<file path="src/design/skvt_pkg.sv">
// Shared types and constants for the sorted key-value table.
// Used by the cell, the top level and the port checker.
package skvt_pkg;

  localparam int unsigned KeyW   = 32;
  localparam int unsigned ValW   = 32;
  localparam int unsigned OpW    = 2;
  localparam int unsigned CountW = 7;
  localparam int unsigned InDataW  = 64;
  localparam int unsigned OutDataW = 48;

  typedef enum logic [OpW-1:0] {
    OP_ADD    = 2'd0,
    OP_SEARCH = 2'd1,
    OP_REMOVE = 2'd2
  } op_e;

  typedef enum logic [1:0] {
    ST_IDLE,
    ST_CMP,
    ST_UPD
  } state_e;

  // Command broadcast to every cell of the chain.
  typedef struct packed {
    logic            cmp_en;
    logic            upd_en;
    logic            do_ins;
    logic            do_upd;
    logic            do_rem;
    logic            descending;
    logic [KeyW-1:0] key;
    logic [ValW-1:0] value;
  } cell_cmd_t;

endpackage

</file>
<file path="src/design/skvt_cell.sv">
// One slot of the sorted key-value table: a stored pair, its compare flags
// and the shift logic toward both neighbors. Depends on skvt_pkg.
module skvt_cell import skvt_pkg::*; (
  input  logic            clk_i,
  input  logic            rst_ni,
  input  cell_cmd_t       cmd_i,
  input  logic            valid_i,
  input  logic [KeyW-1:0] left_key_i,
  input  logic [ValW-1:0] left_val_i,
  input  logic [KeyW-1:0] right_key_i,
  input  logic [ValW-1:0] right_val_i,
  input  logic            ins_chain_i,
  input  logic            rem_chain_i,
  input  logic [ValW-1:0] val_chain_i,
  output logic [KeyW-1:0] key_o,
  output logic [ValW-1:0] val_o,
  output logic            ins_chain_o,
  output logic            rem_chain_o,
  output logic [ValW-1:0] val_chain_o
);

  logic [KeyW-1:0] key_q, key_d;
  logic [ValW-1:0] val_q, val_d;
  logic            match_q, match_d;
  logic            prec_q, prec_d;
  logic            new_first;

  // An empty slot counts as preceded, so the first empty slot takes a new key
  // when no stored key follows it.
  always_comb begin
    match_d = match_q;
    prec_d  = prec_q;
    if (cmd_i.cmp_en) begin
      match_d = valid_i && (key_q == cmd_i.key);
      if (!valid_i) begin
        prec_d = 1'b1;
      end else if (cmd_i.descending) begin
        prec_d = $signed(cmd_i.key) > $signed(key_q);
      end else begin
        prec_d = $signed(cmd_i.key) < $signed(key_q);
      end
    end
  end

  assign new_first = prec_q && !ins_chain_i;

  always_comb begin
    key_d = key_q;
    val_d = val_q;
    if (cmd_i.upd_en) begin
      if (cmd_i.do_ins) begin
        if (ins_chain_i) begin
          key_d = left_key_i;
          val_d = left_val_i;
        end else if (new_first) begin
          key_d = cmd_i.key;
          val_d = cmd_i.value;
        end
      end
      if (cmd_i.do_upd && match_q) begin
        val_d = cmd_i.value;
      end
      if (cmd_i.do_rem && (rem_chain_i || match_q)) begin
        key_d = right_key_i;
        val_d = right_val_i;
      end
    end
  end

  always_ff @(posedge clk_i or negedge rst_ni) begin
    if (!rst_ni) begin
      match_q <= 1'b0;
      prec_q  <= 1'b0;
    end else begin
      match_q <= match_d;
      prec_q  <= prec_d;
    end
  end

  always_ff @(posedge clk_i) begin
    key_q <= key_d;
    val_q <= val_d;
  end

  assign key_o       = key_q;
  assign val_o       = val_q;
  assign ins_chain_o = ins_chain_i || prec_q;
  assign rem_chain_o = rem_chain_i || match_q;
  assign val_chain_o = val_chain_i | (match_q ? val_q : '0);

endmodule

</file>
<file path="config.mk">
export PLATFORM = sky130hd
export DESIGN_NAME = skvt_cell
export DESIGN_NICKNAME = d
export VERILOG_FILES = /design/src/design/skvt_pkg.sv /design/src/design/skvt_cell.sv
export SDC_FILE = /design/constraint.sdc
export NUM_CORES = 1
export LEC_CHECK = 0
export ABC_AREA = 0
export BUFFER_PORTS_ARGS = -buffer_cell sky130_fd_sc_hd__buf_4
export CORE_AREA = 2 2 131 133
export DETAILED_ROUTE_END_ITERATION = 8
export DIE_AREA = 0 0 133 135
export PLACE_DENSITY = 0.61
export REMOVE_ABC_BUFFERS = 1
export SLEW_MARGIN = 20
export SYNTH_ARGS = -nofsm -noshare
export SYNTH_HDL_FRONTEND = slang
export SYNTH_SLANG_ARGS = --single-unit
</file>
<file path="constraint.sdc">
create_clock -name clk_i -period 12.93 [get_ports clk_i]
set_clock_uncertainty 0.2 [all_clocks]
set_input_delay 1.293 -clock clk_i [delete_from_list [all_inputs] [get_ports clk_i]]
set_output_delay 1.293 -clock clk_i [all_outputs]
set_load 0.05 [all_outputs]
</file>
==> qor.yml <==
power:
  peakVddDrop_mv: 0.07548
  combPwrFrac_pct: 33.2
  leakagePower_nw: 3.751
  switching_power_uw: 237.8
  power_frac_seq_pct: 36.8
  power.density_mw_per_mm2: 98.14
  p_sw_share_pct: 32.79
  clockPowerShare_pct: 30.0
  total_power_uw: 725.3
  p_int_uw: 487.5
drt:
  drt-met1-wl_um: 6435
  drt_pass1_iterations: 4
  avgRoutedWirePerCell_um: 15.83
  wl_met3_um: 1078
  drt_iter0_markers: 135
  vias_per_cell: 4.442
  route.top_layer_used: "met4"
  routed_wl_um: 15690
  via_count: 4402
  antenna_left: 0
  met2_length_um: 7999
  route.detailed.drc: 0
cts:
  htree_levels: 3
  clk_latency_ns: 0.33
  cts.sinks: 66
  cts_setup_buffers: 0
  cts_hold_buffers: 0
  clockRootBuffer: "clkbuf_16"
  cts_resized: 0
  cts_made_buffers: 9
  clk_pin_slew_ns: 0.06
  cts_tree: "yes"
  cts.path.max_buffers: 2
sta:
  slew_headroom_pct: 39.74
  worst_pin_slew_ns: 0.9039
  fin_tns_setup_ns: 0
  rsz0062_at_grt: "no"
  clock.fmax_mhz: 271.5
  finalHoldViolations: 0
  finalCritPeriodShare_pct: 28.48
  setup_violations: 0
  fin_crit_ns: 3.683
  drv_slew: 0
worst_setup_path:
  worstPathArrival_ns: 2.19
  end_kind: "output port"
  ff2ff_setup_slack_ns: 10.08
  startpoint_type: "primary input"
  cp_data_required_time_ns: 11.44
  worstPathMaxFanout: 34
  critPathKind: "in -> out"
global_route:
  grt_pass1_wl_um: 23280
  track_usage_pct: 16.76
  gr-total-overflow: 0
  grt_pass1_vias: 4311
  antenna_found_initial: 0
  grt_max_degree: 83
floorplan:
  coreArea_mm2: 0.01641
  fp.dieH_um: 135
  io_pins: 333
  start_util_pct: 27.00
  dieArea_mm2: 0.01796
  die_x_um: 133
  num_rows: 47
cells_and_area:
  fin_nets: 1034
  syn_to_final_growth_pct: 66.82
  utilization_pct: 45.05
  fillers: 1624
  antenna_cells: 0
  postLayoutCellArea_mm2: 0.007391
  finalNonFillerCells: 991
  drive_above_1_share_pct: 45.91
yosys:
  synth-seq-area-share_pct: 44.51
  synthCells: 445
  postSynthAreaPerCell_um2: 9.956
  yosysWarnings: 0
  synth-seq-cells: 66
  synth.distinct_cells: 33
  synth_area_mm2: 0.004430
place:
  port_buffers: 332
  place.gp.congestion: 0.7778
  dp.cells: 976
  placed_area_mm2: 0.007138
  hpwlAfterDp_um: 12510
outcome:
  status: "finished, final reports clean"
job:
  cap_violations: 0
worst_hold_path:
  min_path_type: "reg -> reg"
[worst paths after layout]
path	from	to	cells past startpoint
min	prec_q	prec_q	2
min in group asynchronous	rst_ni	prec_q	1
max in group asynchronous	rst_ni	match_q	1
max reg2reg	match_q	key_o[14]	5
max	ins_chain_i	ins_chain_o	3
min reg2reg	prec_q	prec_q	2
[power groups by stage]
stage | clock network, mW | logic (mW) | registers (mW)
floorplan | 0 | 0.0848 | 0.319
global placement | 0 | 0.241 | 0.271
detailed placement | 0 | 0.243 | 0.271
CTS | 0.225 | 0.244 | 0.267
global route | 0.231 | 0.258 | 0.269
finish | 0.218 | 0.241 | 0.267
[state kept, by name (all words and copies together), names as in the netlist]
register / count
key_o: 32
match_q: 1
prec_q: 1
val_o: 32
[per-stage QoR]
step                      hold WS (ns)  worst slack (ns)
after global routing            0.4244             9.196
after floorplan                 0.3354             5.308
after detailed placement        0.3919             9.236
final                           0.3979             9.247
after CTS                       0.3996             9.234
after global placement          0.3926             9.244
[cell families after synthesis]
family | share of synthesized area, %
xor gates and xnor gates | 0.1977
DFF | 44.51
and+or+nand+nor | 9.009
buffers and inverters | 5.507
AOI/OAI and AO/OA | 17.28
adders and majority gates | 9.037
muxes | 14.46
[cells in the mapped netlist, drive strengths merged]
cell type  number  area share, %
a211oi          1           0.17
o22ai           1           0.14
a21o           33            5.6
a221o           1           0.23
dfrtp           2            1.1
nand2          10           0.85
inv            34            2.9
a2111oi         1           0.20
a21boi          2           0.42
a221oi          1           0.20
nor3            1           0.11
o21ai           5           0.56
a21oi          78            8.9
mux2i          64             14
a31oi           1           0.14
nand3           3           0.34
nor2           66            5.6
nand4           8            1.1
clkbuf          7           0.59
o211ai          2           0.34
a31o            1           0.20
nor2b           1           0.14
ha             32            9.0
buf            18            2.0
xor2            1           0.20
nor4            3           0.42
edfxtp         64             43
or2             3           0.42
o31a            1           0.20
[placed cells by master (no fill, tap or decap), drive strengths merged, types with 2 or more instances in the layout]
master,count
a21o,33
mux2i,64
nand2,10
a21oi,78
or2,3
clkbuf,11
dfrtp,2
nand3,3
o21ai,5
a21boi,2
buf,336
nor2,66
ha,32
o211ai,2
clkinv,3
inv,34
nor4,3
nand4,8
edfxtp,64
[critical path: stages]
cell	delay, ns
buf_4	0.47
or2_2	0.23
buf_4	0.19
[layout make-up]
cell class	count	area (um^2)	area share, %
Inverter	34	127.6	1.727
Sequential cell	66	1972	26.68
Tap cell	220	275.3	3.724
Multi-Input combinational cell	320	2241	30.32
Clock inverter	4	20.02	0.2709
Timing Repair Buffer	336	2522	34.13
Clock buffer	11	232.7	3.149
[metal layers]
| layer | global-route usage (%) | vias up |
|---|---|---|
| met2 | 29.36 | 157 |
| met5 | 0 | - |
| met3 | 5.030 | 13 |
| met4 | 4.301 | 0 |
| met1 | 20.13 | 1967 |
| li1 | - | 2265 |
(Power assumes the default switching activity.)
